$ cat src/hdl/lbra_pkg.sv
// ----------------------------------------------------------------------------
// lbra_pkg
// Types and fixed constants shared by the loss based rate adjuster files.
// ----------------------------------------------------------------------------
package lbra_pkg;

   localparam int unsigned BW_W        = 32;
   localparam int unsigned THRESH_W    = 17;
   localparam int unsigned AVG_OUT_W   = 17;
   localparam int unsigned DECISION_W  = 2;
   localparam int unsigned CSR_INDEX_W = 2;
   localparam int unsigned CSR_DATA_W  = 32;

   // bw * 11 needs four bits above the bandwidth
   localparam int unsigned INC_W       = BW_W + 4;
   // remainder of the serial divide by five or ten
   localparam int unsigned DREM_W      = 4;

   localparam logic [BW_W-1:0]     MAX_BW_RESET    = 32'hFFFF_FFFF;
   localparam logic [THRESH_W-1:0] LOW_THR_RESET   = 17'd1311;
   localparam logic [THRESH_W-1:0] HIGH_THR_RESET  = 17'd6554;

   localparam logic [DREM_W:0]     DIVISOR_FIVE    = 5'd5;
   localparam logic [DREM_W:0]     DIVISOR_TEN     = 5'd10;

   typedef enum logic [2:0] {
      ST_IDLE,
      ST_RATIO,
      ST_DIV,
      ST_DECIDE,
      ST_MUL,
      ST_FINISH
   } state_type;

   typedef enum logic [DECISION_W-1:0] {
      DECISION_INCREASE = 2'd0,
      DECISION_HOLD     = 2'd1,
      DECISION_DECREASE = 2'd2
   } decision_type;

   typedef enum logic [CSR_INDEX_W-1:0] {
      CSR_MAX_BANDWIDTH       = 2'd0,
      CSR_LOW_LOSS_THRESHOLD  = 2'd1,
      CSR_HIGH_LOSS_THRESHOLD = 2'd2
   } csr_index_type;

endpackage

$ cat src/hdl/lbra_req_if.sv
// ----------------------------------------------------------------------------
// lbra_req_if
// Report channel: sent count, loss count and current bandwidth.
// ----------------------------------------------------------------------------
interface lbra_req_if;
   logic                        valid;
   logic                        ready;
   logic [lbra_pkg::BW_W-1:0]   sent_count;
   logic [lbra_pkg::BW_W-1:0]   loss_count;
   logic [lbra_pkg::BW_W-1:0]   bw_in_use;

   modport source (output valid, output sent_count, output loss_count,
                   output bw_in_use, input ready);
   modport sink   (input valid, input sent_count, input loss_count,
                   input bw_in_use, output ready);
endinterface

$ cat src/hdl/lbra_rsp_if.sv
// ----------------------------------------------------------------------------
// lbra_rsp_if
// Result channel: new bandwidth, loss average and decision flags.
// ----------------------------------------------------------------------------
interface lbra_rsp_if;
   logic                              valid;
   logic                              ready;
   logic [lbra_pkg::BW_W-1:0]         bw_adjusted;
   logic [lbra_pkg::AVG_OUT_W-1:0]    loss_average;
   logic [lbra_pkg::DECISION_W-1:0]   decision;
   logic                              clamped;
   logic                              no_traffic;

   modport source (output valid, output bw_adjusted, output loss_average,
                   output decision, output clamped, output no_traffic, input ready);
   modport sink   (input valid, input bw_adjusted, input loss_average,
                   input decision, input clamped, input no_traffic, output ready);
endinterface

$ cat src/hdl/lbra_ratio_div.sv
// ----------------------------------------------------------------------------
// lbra_ratio_div
// Radix-2 restoring divider for the loss ratio, one quotient bit per cycle,
// saturating at 1.0 when the dividend is not below the divisor.
// ----------------------------------------------------------------------------
module lbra_ratio_div #(
   parameter int unsigned FRAC_BITS = 16
) (
   input  logic                        clock,
   input  logic                        reset,
   input  logic                        start,
   input  logic [lbra_pkg::BW_W-1:0]   dividend,
   input  logic [lbra_pkg::BW_W-1:0]   divisor,
   output logic                        done,
   output logic [FRAC_BITS:0]          quotient
);

   localparam int unsigned CNT_W = $clog2(FRAC_BITS + 1);

   logic                        busy_ff, busy_in;
   logic                        done_ff, done_in;
   logic [lbra_pkg::BW_W-1:0]   rem_ff, rem_in;
   logic [lbra_pkg::BW_W-1:0]   dsr_ff, dsr_in;
   logic [FRAC_BITS:0]          quot_ff, quot_in;
   logic [CNT_W-1:0]            cnt_ff, cnt_in;
   logic [lbra_pkg::BW_W:0]     rem_dbl;
   logic [lbra_pkg::BW_W:0]     rem_diff;
   logic                        fits;

   always_comb begin
      rem_dbl  = {rem_ff, 1'b0};
      rem_diff = rem_dbl - {1'b0, dsr_ff};
      fits     = rem_dbl >= {1'b0, dsr_ff};

      busy_in = busy_ff;
      done_in = 1'b0;
      rem_in  = rem_ff;
      dsr_in  = dsr_ff;
      quot_in = quot_ff;
      cnt_in  = cnt_ff;

      if (start) begin
         if (dividend >= divisor) begin
            quot_in = {1'b1, {FRAC_BITS{1'b0}}};
            done_in = 1'b1;
            busy_in = 1'b0;
         end else begin
            rem_in  = dividend;
            dsr_in  = divisor;
            quot_in = '0;
            cnt_in  = CNT_W'(FRAC_BITS);
            busy_in = 1'b1;
         end
      end else if (busy_ff) begin
         rem_in  = fits ? rem_diff[lbra_pkg::BW_W-1:0] : rem_dbl[lbra_pkg::BW_W-1:0];
         quot_in = {quot_ff[FRAC_BITS-1:0], fits};
         cnt_in  = cnt_ff - CNT_W'(1);
         if (cnt_ff == CNT_W'(1)) begin
            busy_in = 1'b0;
            done_in = 1'b1;
         end
      end
   end

   always_ff @(posedge clock) begin
      if (reset) begin
         busy_ff <= 1'b0;
         done_ff <= 1'b0;
      end else begin
         busy_ff <= busy_in;
         done_ff <= done_in;
      end
      rem_ff  <= rem_in;
      dsr_ff  <= dsr_in;
      quot_ff <= quot_in;
      cnt_ff  <= cnt_in;
   end

   assign done     = done_ff;
   assign quotient = quot_ff;

endmodule

$ cat src/hdl/loss_based_rate_adjuster.sv
// ----------------------------------------------------------------------------
// loss_based_rate_adjuster
// Each report gives sent and lost packet counts with the bandwidth in use; the
// block forms the loss ratio (F = RATIO_FRAC_BITS fraction bits, saturating at
// 1.0), folds it into a running average floor((4*old + ratio)/5), and then
// raises the bandwidth by 10 percent, holds it, or scales it by (1 - average),
// limited by the csr maximum and, where that limit applies, BANDWIDTH_CEILING. One
// report is worked on at a time, all through one-bit-per-cycle shift units: the
// ratio divider (which saturates without shifting when the loss is not below
// the sent count), the divide by five, then the divide by ten for an increase
// or the shift-add multiply for a decrease, no shift unit for a hold, plus any
// wait for a previous result still held on rsp_chan.
// A zero sent count skips the ratio and average and needs only the decision.
// The next report is taken while the previous result still waits on rsp_chan.
// ----------------------------------------------------------------------------
module loss_based_rate_adjuster #(
   parameter logic [31:0]  BANDWIDTH_CEILING = 32'hFFFF_FFFF,
   parameter int unsigned  RATIO_FRAC_BITS   = 16
) (
   input  logic                                clock,
   input  logic                                reset,
   lbra_req_if.sink                            req_chan,
   lbra_rsp_if.source                          rsp_chan,
   input  logic                                csr_write_enable,
   input  logic [lbra_pkg::CSR_INDEX_W-1:0]    csr_index,
   input  logic [lbra_pkg::CSR_DATA_W-1:0]     csr_write_data
);

   localparam int unsigned F      = RATIO_FRAC_BITS;
   localparam int unsigned AVG_W  = F + 1;
   localparam int unsigned SUM_W  = F + 3;
   localparam int unsigned KEEP_W = F + 1;
   localparam int unsigned SH_W   = lbra_pkg::BW_W + KEEP_W;
   localparam int unsigned CNT_W  = $clog2(SH_W + 1);
   localparam int unsigned CMP_W  = (AVG_W > lbra_pkg::THRESH_W) ? AVG_W : lbra_pkg::THRESH_W;
   localparam int unsigned NBW_W  = lbra_pkg::INC_W;
   localparam int unsigned BW_W   = lbra_pkg::BW_W;
   localparam int unsigned DREM_W = lbra_pkg::DREM_W;
   localparam logic [AVG_W-1:0] ONE_FIX = {1'b1, {F{1'b0}}};

   lbra_pkg::state_type     state_ff, state_in;
   lbra_pkg::decision_type  decision_ff, decision_in;

   logic [BW_W-1:0]                 max_bw_ff, max_bw_in;
   logic [lbra_pkg::THRESH_W-1:0]   low_thr_ff, low_thr_in;
   logic [lbra_pkg::THRESH_W-1:0]   high_thr_ff, high_thr_in;
   logic [AVG_W-1:0]                avg_ff, avg_in;
   logic [BW_W-1:0]                 bw_ff, bw_in;
   logic                            no_traffic_ff, no_traffic_in;
   logic                            div_ten_ff, div_ten_in;
   logic [SH_W-1:0]                 sh_ff, sh_in;
   logic [DREM_W-1:0]               drem_ff, drem_in;
   logic [CNT_W-1:0]                step_ff, step_in;
   logic [NBW_W-1:0]                nbw_ff, nbw_in;

   logic                            rsp_valid_ff, rsp_valid_in;
   logic [BW_W-1:0]                 rsp_nbw_ff, rsp_nbw_in;
   logic [lbra_pkg::AVG_OUT_W-1:0]  rsp_avg_ff, rsp_avg_in;
   lbra_pkg::decision_type          rsp_decision_ff, rsp_decision_in;
   logic                            rsp_clamped_ff, rsp_clamped_in;
   logic                            rsp_no_traffic_ff, rsp_no_traffic_in;

   logic                            accept;
   logic                            div_start;
   logic                            div_done;
   logic [AVG_W-1:0]                ratio;

   logic [DREM_W:0]                 div_part;
   logic [DREM_W:0]                 divisor_k;
   logic [DREM_W:0]                 div_diff;
   logic                            div_fit;
   logic [SH_W-1:0]                 sh_div_next;
   logic [BW_W:0]                   mul_sum;
   logic [SH_W-1:0]                 sh_mul_next;
   logic [SUM_W-1:0]                avg_sum;
   logic [NBW_W-1:0]                bw_ext;
   logic [NBW_W-1:0]                bw11;
   logic [KEEP_W-1:0]               keep;
   logic [CMP_W-1:0]                avg_cmp, low_cmp, high_cmp;
   logic                            last_step;
   logic                            out_free;
   logic                            clamp;
   logic [BW_W-1:0]                 limit;

   assign accept          = req_chan.valid && req_chan.ready;
   assign req_chan.ready  = (state_ff == lbra_pkg::ST_IDLE);
   assign div_start       = accept && (req_chan.sent_count != '0);

   lbra_ratio_div #(
      .FRAC_BITS (F)
   ) u_ratio_div (
      .clock    (clock),
      .reset    (reset),
      .start    (div_start),
      .dividend (req_chan.loss_count),
      .divisor  (req_chan.sent_count),
      .done     (div_done),
      .quotient (ratio)
   );

   // csr writes
   always_comb begin
      max_bw_in   = max_bw_ff;
      low_thr_in  = low_thr_ff;
      high_thr_in = high_thr_ff;
      if (csr_write_enable) begin
         unique case (csr_index)
            lbra_pkg::CSR_MAX_BANDWIDTH:       max_bw_in   = csr_write_data[BW_W-1:0];
            lbra_pkg::CSR_LOW_LOSS_THRESHOLD:  low_thr_in  = csr_write_data[lbra_pkg::THRESH_W-1:0];
            lbra_pkg::CSR_HIGH_LOSS_THRESHOLD: high_thr_in = csr_write_data[lbra_pkg::THRESH_W-1:0];
            default: ;
         endcase
      end
   end

   // shared serial datapath
   always_comb begin
      // divide by five or ten, msb first
      divisor_k   = div_ten_ff ? lbra_pkg::DIVISOR_TEN : lbra_pkg::DIVISOR_FIVE;
      div_part    = {drem_ff, sh_ff[SH_W-1]};
      div_fit     = div_part >= divisor_k;
      div_diff    = div_part - divisor_k;
      sh_div_next = {sh_ff[SH_W-2:0], div_fit};

      // shift-add multiply, multiplier in the low bits, lsb first
      mul_sum     = {1'b0, sh_ff[SH_W-1 -: BW_W]} + (sh_ff[0] ? {1'b0, bw_ff} : '0);
      sh_mul_next = {mul_sum, sh_ff[KEEP_W-1:1]};

      avg_sum  = {avg_ff, 2'b00} + SUM_W'(ratio);
      bw_ext   = NBW_W'(bw_ff);
      bw11     = (bw_ext << 3) + (bw_ext << 1) + bw_ext;
      keep     = (avg_ff >= ONE_FIX) ? '0 : (ONE_FIX - avg_ff);

      avg_cmp  = CMP_W'(avg_ff);
      low_cmp  = CMP_W'(low_thr_ff);
      high_cmp = CMP_W'(high_thr_ff);

      last_step = (step_ff == CNT_W'(1));
      out_free  = !rsp_valid_ff || rsp_chan.ready;
      clamp     = nbw_ff >= NBW_W'(max_bw_ff);
      limit     = (max_bw_ff >= BANDWIDTH_CEILING) ? BANDWIDTH_CEILING : max_bw_ff;
   end

   // sequencer
   always_comb begin
      state_in      = state_ff;
      decision_in   = decision_ff;
      avg_in        = avg_ff;
      bw_in         = bw_ff;
      no_traffic_in = no_traffic_ff;
      div_ten_in    = div_ten_ff;
      sh_in         = sh_ff;
      drem_in       = drem_ff;
      step_in       = step_ff;
      nbw_in        = nbw_ff;

      rsp_valid_in      = rsp_valid_ff && !rsp_chan.ready;
      rsp_nbw_in        = rsp_nbw_ff;
      rsp_avg_in        = rsp_avg_ff;
      rsp_decision_in   = rsp_decision_ff;
      rsp_clamped_in    = rsp_clamped_ff;
      rsp_no_traffic_in = rsp_no_traffic_ff;

      unique case (state_ff)
         lbra_pkg::ST_IDLE: begin
            if (accept) begin
               bw_in         = req_chan.bw_in_use;
               no_traffic_in = (req_chan.sent_count == '0);
               state_in      = div_start ? lbra_pkg::ST_RATIO : lbra_pkg::ST_DECIDE;
            end
         end
         lbra_pkg::ST_RATIO: begin
            if (div_done) begin
               sh_in      = {avg_sum, {(SH_W - SUM_W){1'b0}}};
               drem_in    = '0;
               step_in    = CNT_W'(SUM_W);
               div_ten_in = 1'b0;
               state_in   = lbra_pkg::ST_DIV;
            end
         end
         lbra_pkg::ST_DIV: begin
            sh_in   = sh_div_next;
            drem_in = div_fit ? div_diff[DREM_W-1:0] : div_part[DREM_W-1:0];
            step_in = step_ff - CNT_W'(1);
            if (last_step) begin
               if (div_ten_ff) begin
                  nbw_in   = sh_div_next[NBW_W-1:0];
                  state_in = lbra_pkg::ST_FINISH;
               end else begin
                  avg_in   = sh_div_next[AVG_W-1:0];
                  state_in = lbra_pkg::ST_DECIDE;
               end
            end
         end
         lbra_pkg::ST_DECIDE: begin
            priority if (avg_cmp <= low_cmp) begin
               decision_in = lbra_pkg::DECISION_INCREASE;
               sh_in       = {bw11, {(SH_W - NBW_W){1'b0}}};
               drem_in     = '0;
               step_in     = CNT_W'(NBW_W);
               div_ten_in  = 1'b1;
               state_in    = lbra_pkg::ST_DIV;
            end else if (avg_cmp < high_cmp) begin
               decision_in = lbra_pkg::DECISION_HOLD;
               nbw_in      = bw_ext;
               state_in    = lbra_pkg::ST_FINISH;
            end else begin
               decision_in = lbra_pkg::DECISION_DECREASE;
               sh_in       = {{BW_W{1'b0}}, keep};
               step_in     = CNT_W'(KEEP_W);
               state_in    = lbra_pkg::ST_MUL;
            end
         end
         lbra_pkg::ST_MUL: begin
            sh_in   = sh_mul_next;
            step_in = step_ff - CNT_W'(1);
            if (last_step) begin
               nbw_in   = NBW_W'(sh_mul_next[SH_W-1:F]);
               state_in = lbra_pkg::ST_FINISH;
            end
         end
         lbra_pkg::ST_FINISH: begin
            if (out_free) begin
               rsp_valid_in      = 1'b1;
               rsp_nbw_in        = clamp ? limit : nbw_ff[BW_W-1:0];
               rsp_avg_in        = lbra_pkg::AVG_OUT_W'(avg_ff);
               rsp_decision_in   = decision_ff;
               rsp_clamped_in    = clamp;
               rsp_no_traffic_in = no_traffic_ff;
               state_in          = lbra_pkg::ST_IDLE;
            end
         end
         default: state_in = lbra_pkg::ST_IDLE;
      endcase
   end

   always_ff @(posedge clock) begin
      if (reset) begin
         state_ff     <= lbra_pkg::ST_IDLE;
         max_bw_ff    <= lbra_pkg::MAX_BW_RESET;
         low_thr_ff   <= lbra_pkg::LOW_THR_RESET;
         high_thr_ff  <= lbra_pkg::HIGH_THR_RESET;
         avg_ff       <= '0;
         rsp_valid_ff <= 1'b0;
      end else begin
         state_ff     <= state_in;
         max_bw_ff    <= max_bw_in;
         low_thr_ff   <= low_thr_in;
         high_thr_ff  <= high_thr_in;
         avg_ff       <= avg_in;
         rsp_valid_ff <= rsp_valid_in;
      end
      decision_ff       <= decision_in;
      bw_ff             <= bw_in;
      no_traffic_ff     <= no_traffic_in;
      div_ten_ff        <= div_ten_in;
      sh_ff             <= sh_in;
      drem_ff           <= drem_in;
      step_ff           <= step_in;
      nbw_ff            <= nbw_in;
      rsp_nbw_ff        <= rsp_nbw_in;
      rsp_avg_ff        <= rsp_avg_in;
      rsp_decision_ff   <= rsp_decision_in;
      rsp_clamped_ff    <= rsp_clamped_in;
      rsp_no_traffic_ff <= rsp_no_traffic_in;
   end

   assign rsp_chan.valid         = rsp_valid_ff;
   assign rsp_chan.bw_adjusted   = rsp_nbw_ff;
   assign rsp_chan.loss_average  = rsp_avg_ff;
   assign rsp_chan.decision      = rsp_decision_ff;
   assign rsp_chan.clamped       = rsp_clamped_ff;
   assign rsp_chan.no_traffic    = rsp_no_traffic_ff;

   // a report without traffic goes straight to the decision and keeps the average
   a_no_traffic_keeps_avg: assert property (@(posedge clock) disable iff (reset)
      (accept && (req_chan.sent_count == '0)) |=>
         (state_ff == lbra_pkg::ST_DECIDE) && $stable(avg_ff))
      else $error("average moved on a report without traffic");

   a_avg_bounded: assert property (@(posedge clock) disable iff (reset)
      avg_ff <= ONE_FIX)
      else $error("loss average above 1.0");

   a_div_done_in_ratio: assert property (@(posedge clock) disable iff (reset)
      div_done |-> (state_ff == lbra_pkg::ST_RATIO))
      else $error("ratio divider finished outside the ratio wait");

   a_step_live: assert property (@(posedge clock) disable iff (reset)
      ((state_ff == lbra_pkg::ST_DIV) || (state_ff == lbra_pkg::ST_MUL)) |-> (step_ff != '0))
      else $error("serial step counter ran out");

endmodule

$ cat src/flat_wrapper.sv
// flat-port wrapper written by rule: the top's interface ports become plain ports
module loss_based_rate_adjuster_flat 
#(
   parameter logic [31:0]  BANDWIDTH_CEILING = 32'hFFFF_FFFF,
   parameter int unsigned  RATIO_FRAC_BITS   = 16
)
  (clock, reset, csr_write_enable, csr_index, csr_write_data, req_chan_valid, req_chan_sent_count, req_chan_loss_count, req_chan_bw_in_use, req_chan_ready, rsp_chan_valid, rsp_chan_bw_adjusted, rsp_chan_loss_average, rsp_chan_decision, rsp_chan_clamped, rsp_chan_no_traffic, rsp_chan_ready);
  lbra_req_if req_chan_i ();
  lbra_rsp_if rsp_chan_i ();
  input  logic clock;
  input  logic reset;
  input  logic csr_write_enable;
  input  logic [lbra_pkg::CSR_INDEX_W-1:0] csr_index;
  input  logic [lbra_pkg::CSR_DATA_W-1:0] csr_write_data;
  input wire logic [$bits(req_chan_i.valid)-1:0] req_chan_valid;
  input wire logic [$bits(req_chan_i.sent_count)-1:0] req_chan_sent_count;
  input wire logic [$bits(req_chan_i.loss_count)-1:0] req_chan_loss_count;
  input wire logic [$bits(req_chan_i.bw_in_use)-1:0] req_chan_bw_in_use;
  output wire logic [$bits(req_chan_i.ready)-1:0] req_chan_ready;
  output wire logic [$bits(rsp_chan_i.valid)-1:0] rsp_chan_valid;
  output wire logic [$bits(rsp_chan_i.bw_adjusted)-1:0] rsp_chan_bw_adjusted;
  output wire logic [$bits(rsp_chan_i.loss_average)-1:0] rsp_chan_loss_average;
  output wire logic [$bits(rsp_chan_i.decision)-1:0] rsp_chan_decision;
  output wire logic [$bits(rsp_chan_i.clamped)-1:0] rsp_chan_clamped;
  output wire logic [$bits(rsp_chan_i.no_traffic)-1:0] rsp_chan_no_traffic;
  input wire logic [$bits(rsp_chan_i.ready)-1:0] rsp_chan_ready;
  assign req_chan_i.valid = req_chan_valid;
  assign req_chan_i.sent_count = req_chan_sent_count;
  assign req_chan_i.loss_count = req_chan_loss_count;
  assign req_chan_i.bw_in_use = req_chan_bw_in_use;
  assign req_chan_ready = req_chan_i.ready;
  assign rsp_chan_valid = rsp_chan_i.valid;
  assign rsp_chan_bw_adjusted = rsp_chan_i.bw_adjusted;
  assign rsp_chan_loss_average = rsp_chan_i.loss_average;
  assign rsp_chan_decision = rsp_chan_i.decision;
  assign rsp_chan_clamped = rsp_chan_i.clamped;
  assign rsp_chan_no_traffic = rsp_chan_i.no_traffic;
  assign rsp_chan_i.ready = rsp_chan_ready;
  loss_based_rate_adjuster #(.BANDWIDTH_CEILING(BANDWIDTH_CEILING), .RATIO_FRAC_BITS(RATIO_FRAC_BITS)) u_core (.clock(clock), .reset(reset), .req_chan(req_chan_i), .rsp_chan(rsp_chan_i), .csr_write_enable(csr_write_enable), .csr_index(csr_index), .csr_write_data(csr_write_data));
endmodule
$ cat config.mk
export PLATFORM = sky130hd
export DESIGN_NAME = loss_based_rate_adjuster_flat
export DESIGN_NICKNAME = d
export VERILOG_FILES = /design/src/hdl/lbra_pkg.sv /design/src/hdl/lbra_req_if.sv /design/src/hdl/lbra_rsp_if.sv /design/src/hdl/lbra_ratio_div.sv /design/src/hdl/loss_based_rate_adjuster.sv /design/src/flat_wrapper.sv
export SDC_FILE = /design/constraint.sdc
export NUM_CORES = 1
export LEC_CHECK = 0
export BUFFER_PORTS_ARGS = -buffer_cell sky130_fd_sc_hd__buf_2
export CAP_MARGIN = 20
export CORE_ASPECT_RATIO = 0.8
export CORE_MARGIN = 4
export CORE_UTILIZATION = 60
export CTS_CLUSTER_DIAMETER = 60
export DETAILED_ROUTE_END_ITERATION = 16
export GPL_ROUTABILITY_DRIVEN = 1
export PLACE_DENSITY = 0.84
export REMOVE_ABC_BUFFERS = 1
export SKIP_CTS_REPAIR_TIMING = 1
export SYNTH_ARGS = -nofsm -noshare
export SYNTH_HDL_FRONTEND = slang
export SYNTH_SLANG_ARGS = --single-unit
$ cat constraint.sdc
create_clock -name clock -period 11.24 [get_ports clock]
set_input_delay 0 -clock clock [delete_from_list [all_inputs] [get_ports clock]]
set_output_delay 0 -clock clock [all_outputs]
set_load 0.005 [all_outputs]
==> metrics list <==
- After synthesis, the share of flip-flops with an asynchronous set or reset is 0%.
- Subtracting the final worst setup slack from the clock period gives between 4 and 5 ns.
- After detailed routing, the total wire length is roughly 73,000 um.
- In this run the core area contains 64 standard-cell rows.
- First-pass detailed-route iteration total: 7
* Final routed wire length divided by cell count: 22.6 um
* Dominant cell by count in the synthesized netlist: edfxtp_1
- Final setup fails: 0
- The run finished, with violations left.
* Via count normalized by instance count: ~6.5
* Area growth from synthesis to layout: 17.3%
* Class of the worst hold path: in -> reg
- The congestion estimate from routability-driven global placement came to 0.965.
- The core region is 0.0384 mm2.
- Routed via count: 21,000
- The tool flagged a number of max-cap violations equal to 0.
- From bottom edge to top edge, the die measures 185 um.
- The die covers 0.0424 mm2.
* Largest cells by area after synthesis: edfxtp_1 (35%), ha_1 (12%), dfxtp_1 (7.6%)
- Worst clock skew: 0.0214 ns
- Element type at the critical path end: flop
* Pin count of the biggest net entering global routing: 71
* Leak: 0.0117 uW
* Initial antenna violation count: 3
- Violations in the final reports: hold timing
- Seq cells post-synth: 359
- edfxtp_1 takes more of the synthesized area than any other cell.
* Top cell type's share of synthesized area: approximately 35%
- The H-tree generated during clock tree synthesis spans 2 levels.
* Worst r2r src: u_core.bw_ff[2]
* Maximum operating frequency: 0.223 GHz
- Maximum root-to-sink buffer count: 3
- All-Layer GR Usage: 31.2%
- Counting distinct cell types in the post-synthesis netlist gives 74.
- IR analysis of the VDD net gives a maximum drop of 0.240 mV.
- Data required time of the worst path: around 12 ns
- Worst hold slack: -0.0107 ns
- Library cell used as clock root buffer: clkbuf_16
* Biggest fanout along the worst timing path: 5
- Power per Cell Area: 256 mW/mm2
- Clock-pin transition on the worst setup and hold timing paths: 0.07 ns
* Remaining global-route overflow: 0
- After layout, the worst path uses between 30% and 40% of the clock period.
- Count of buffers from port buffering: 189
- Leading register cell type out of synthesis: edfxtp_1
* CTS Buf Count: 39
- Slew margin rel.: about a quarter
- Reported net switching power: just over 3000 uW
- The final hold violation count was 11.
* Number of DRC violations after detailed routing: 0
- Sw Ratio: 42.8%
- Startpoint type of the worst setup path: flop
* Met3 Resource Use GR: 7.26%
- Global-route met2 utilization: 47.9%
- Detailed placement ended at an HPWL of 49,900 um.
- The count of nets left with antenna violations once routing finished came out at 0.
* Most frequent cells after synthesis: edfxtp_1 (270), a21oi_1 (235), nand2_1 (228), ha_1 (221), nor2_1 (183)
- Counting flops with a built-in enable in the synthesized netlist gives 270.
- Most Used Layer, Global Route: met2
* First-iteration detailed-routing DRC count: 2,931
- Number of global-route vias before repair: 19,200
* Relative contribution of sequential cells to total power: 30.6%
- CP Class: reg -> reg
* Met1 global-route usage: 44.2%
- The share of total power dissipated in combinational logic is 50.7%.
- Synthesis handed over a netlist of 2,410 instances.
* Origin of the worst min-delay path: reset
- Startpoint of the most critical setup path: u_core.bw_ff[2]
- For the pin with the worst max-slew slack, the measured transition is 1.10 ns.
* Skew-Pair Late Insertion Delay: 0.55 ns
- Post-synth design cell area: 0.0235 mm2
- TritonCTS clock tree: done
* Total number of yosys warnings: 0
* Clock Power Share: 18.8%
- Data on the critical path arrives at its endpoint at 4.75 ns.
- The total count of max-transition violations in the final report is 0.
- Clock sink count: 359
- Share of cells above drive strength 1: 12.3%
- The internal portion of the total power is 4040 uW.
- The die is 229 um wide.
* Initial core utilization: 61.1%
* Setup repair after global routing missed its margin: false
* Sequential cell area fraction in the yosys report: 42.1%
- Adding up every negative setup slack in the final design gives 0 ns.
* Average cell area after synthesis: between 9 and 10 um2
- The first global-routing pass estimated 105,000 um of wire.
- Count of pins on the block boundary: 190
- The final layout contains 3,089 nets.
-- cells in the final DEF, fill, tap and decap left out, types with 40 or more instances in the layout --
cell / instances
a211o_1: 40
ha_1: 221
nor2_1: 178
buf_2: 189
dlygate4sd3_1: 130
nand2_1: 228
a21o_1: 68
xor2_1: 57
inv_1: 177
a21oi_1: 235
dfxtp_1: 89
o21ai_0: 106
edfxtp_1: 270
and2_1: 57
xnor2_1: 55
clkbuf_16: 42
-- power by group through the flow --
stage | registers (uW) | clock network [uW] | logic [uW]
final | 2160 | 1330 | 3580
after global routing | 2180 | 1390 | 3910
after CTS | 2140 | 1320 | 3420
after detailed placement | 2160 | 0 | 3380
after global placement | 2150 | 0 | 3270
after floorplan | 2060 | 0 | 2520
-- per-layer routing --
layer | vias up | wire length, um | part of all wire (%)
met5 | - | 24 | 0.033
met4 | 4 | 3330 | 4.6
met3 | 266 | 8500 | 12
met2 | 1366 | 32000 | 44
met1 | 10000 | 28900 | 40
li1 | 9381 | - | -
-- state kept, by name (all words and copies together), names as in the netlist, 32 cells and up --
name / count
u_core.bw_ff: 32
u_core.max_bw_ff: 32
u_core.nbw_ff: 36
u_core.rsp_chan.bw_adjusted: 32
u_core.sh_ff: 49
u_core.u_ratio_div.dsr_ff: 32
u_core.u_ratio_div.rem_ff: 32
-- per-stage QoR --
stage,cells,area (um2),setup slack [ns],total power (uW),util (%)
2_1_floorplan,2317,23100,5.66,4580,-
3_3_place_gp,3020,24900,7.02,5420,64.8
3_5_place_dp,3023,25000,6.96,5550,65.0
4_1_cts,3094,26300,6.90,6890,68.3
5_1_grt,3225,27600,6.60,7470,71.7
6_report,3225,27600,6.75,7070,71.7
-- final cells by class --
type	instances	area (um2)
Sequential cell	359	9890
Antenna cell	1	2.50
Inverter	177	664
Clock inverter	16	150
Multi-Input combinational cell	1781	12700
Clock buffer	55	1150
Timing Repair Buffer	341	2440
Tap cell	495	619
Fill cell	2708	10900
-- cell families (layout without fill, tap and decap cells) --
logic type                 after synthesis  after routing  synth area share, %
adders and majority gates              255            255                 14.7
and+or+nand+nor                        688            688                 13.9
xor gates and xnor gates               112            112                 4.17
DFF                                    359            359                 42.1
muxes                                   36             36                 1.71
other                                    0              1                    0
AOI/OAI and AO/OA                      690            690                 19.1
buffers and inverters                  270            589                 4.42
-- path summary, 6_finish.rpt --
path,end,slack [ns],depth (start not counted)
max,u_core.sh_ff[45],6.75,13
min,u_core.max_bw_ff[20],-0.01,2
max reg2reg,u_core.sh_ff[45],6.75,13
min reg2reg,u_core.rsp_chan.no_traffic,0.42,0
-- worst max-delay path, stage by stage (launching register included) --
cell and delay (ns):
edfxtp_1 0.48, inv_1 0.09, fa_1 0.53, fa_1 0.49, nand2b_1 0.19, a21oi_1 0.27
nor2_1 0.12, o211ai_1 0.50, a211oi_1 0.27, o21ai_0 0.58, a2111oi_0 0.23, a41oi_1 0.20
a21o_1 0.15, o211ai_1 0.11
(Power assumes the default switching activity.)
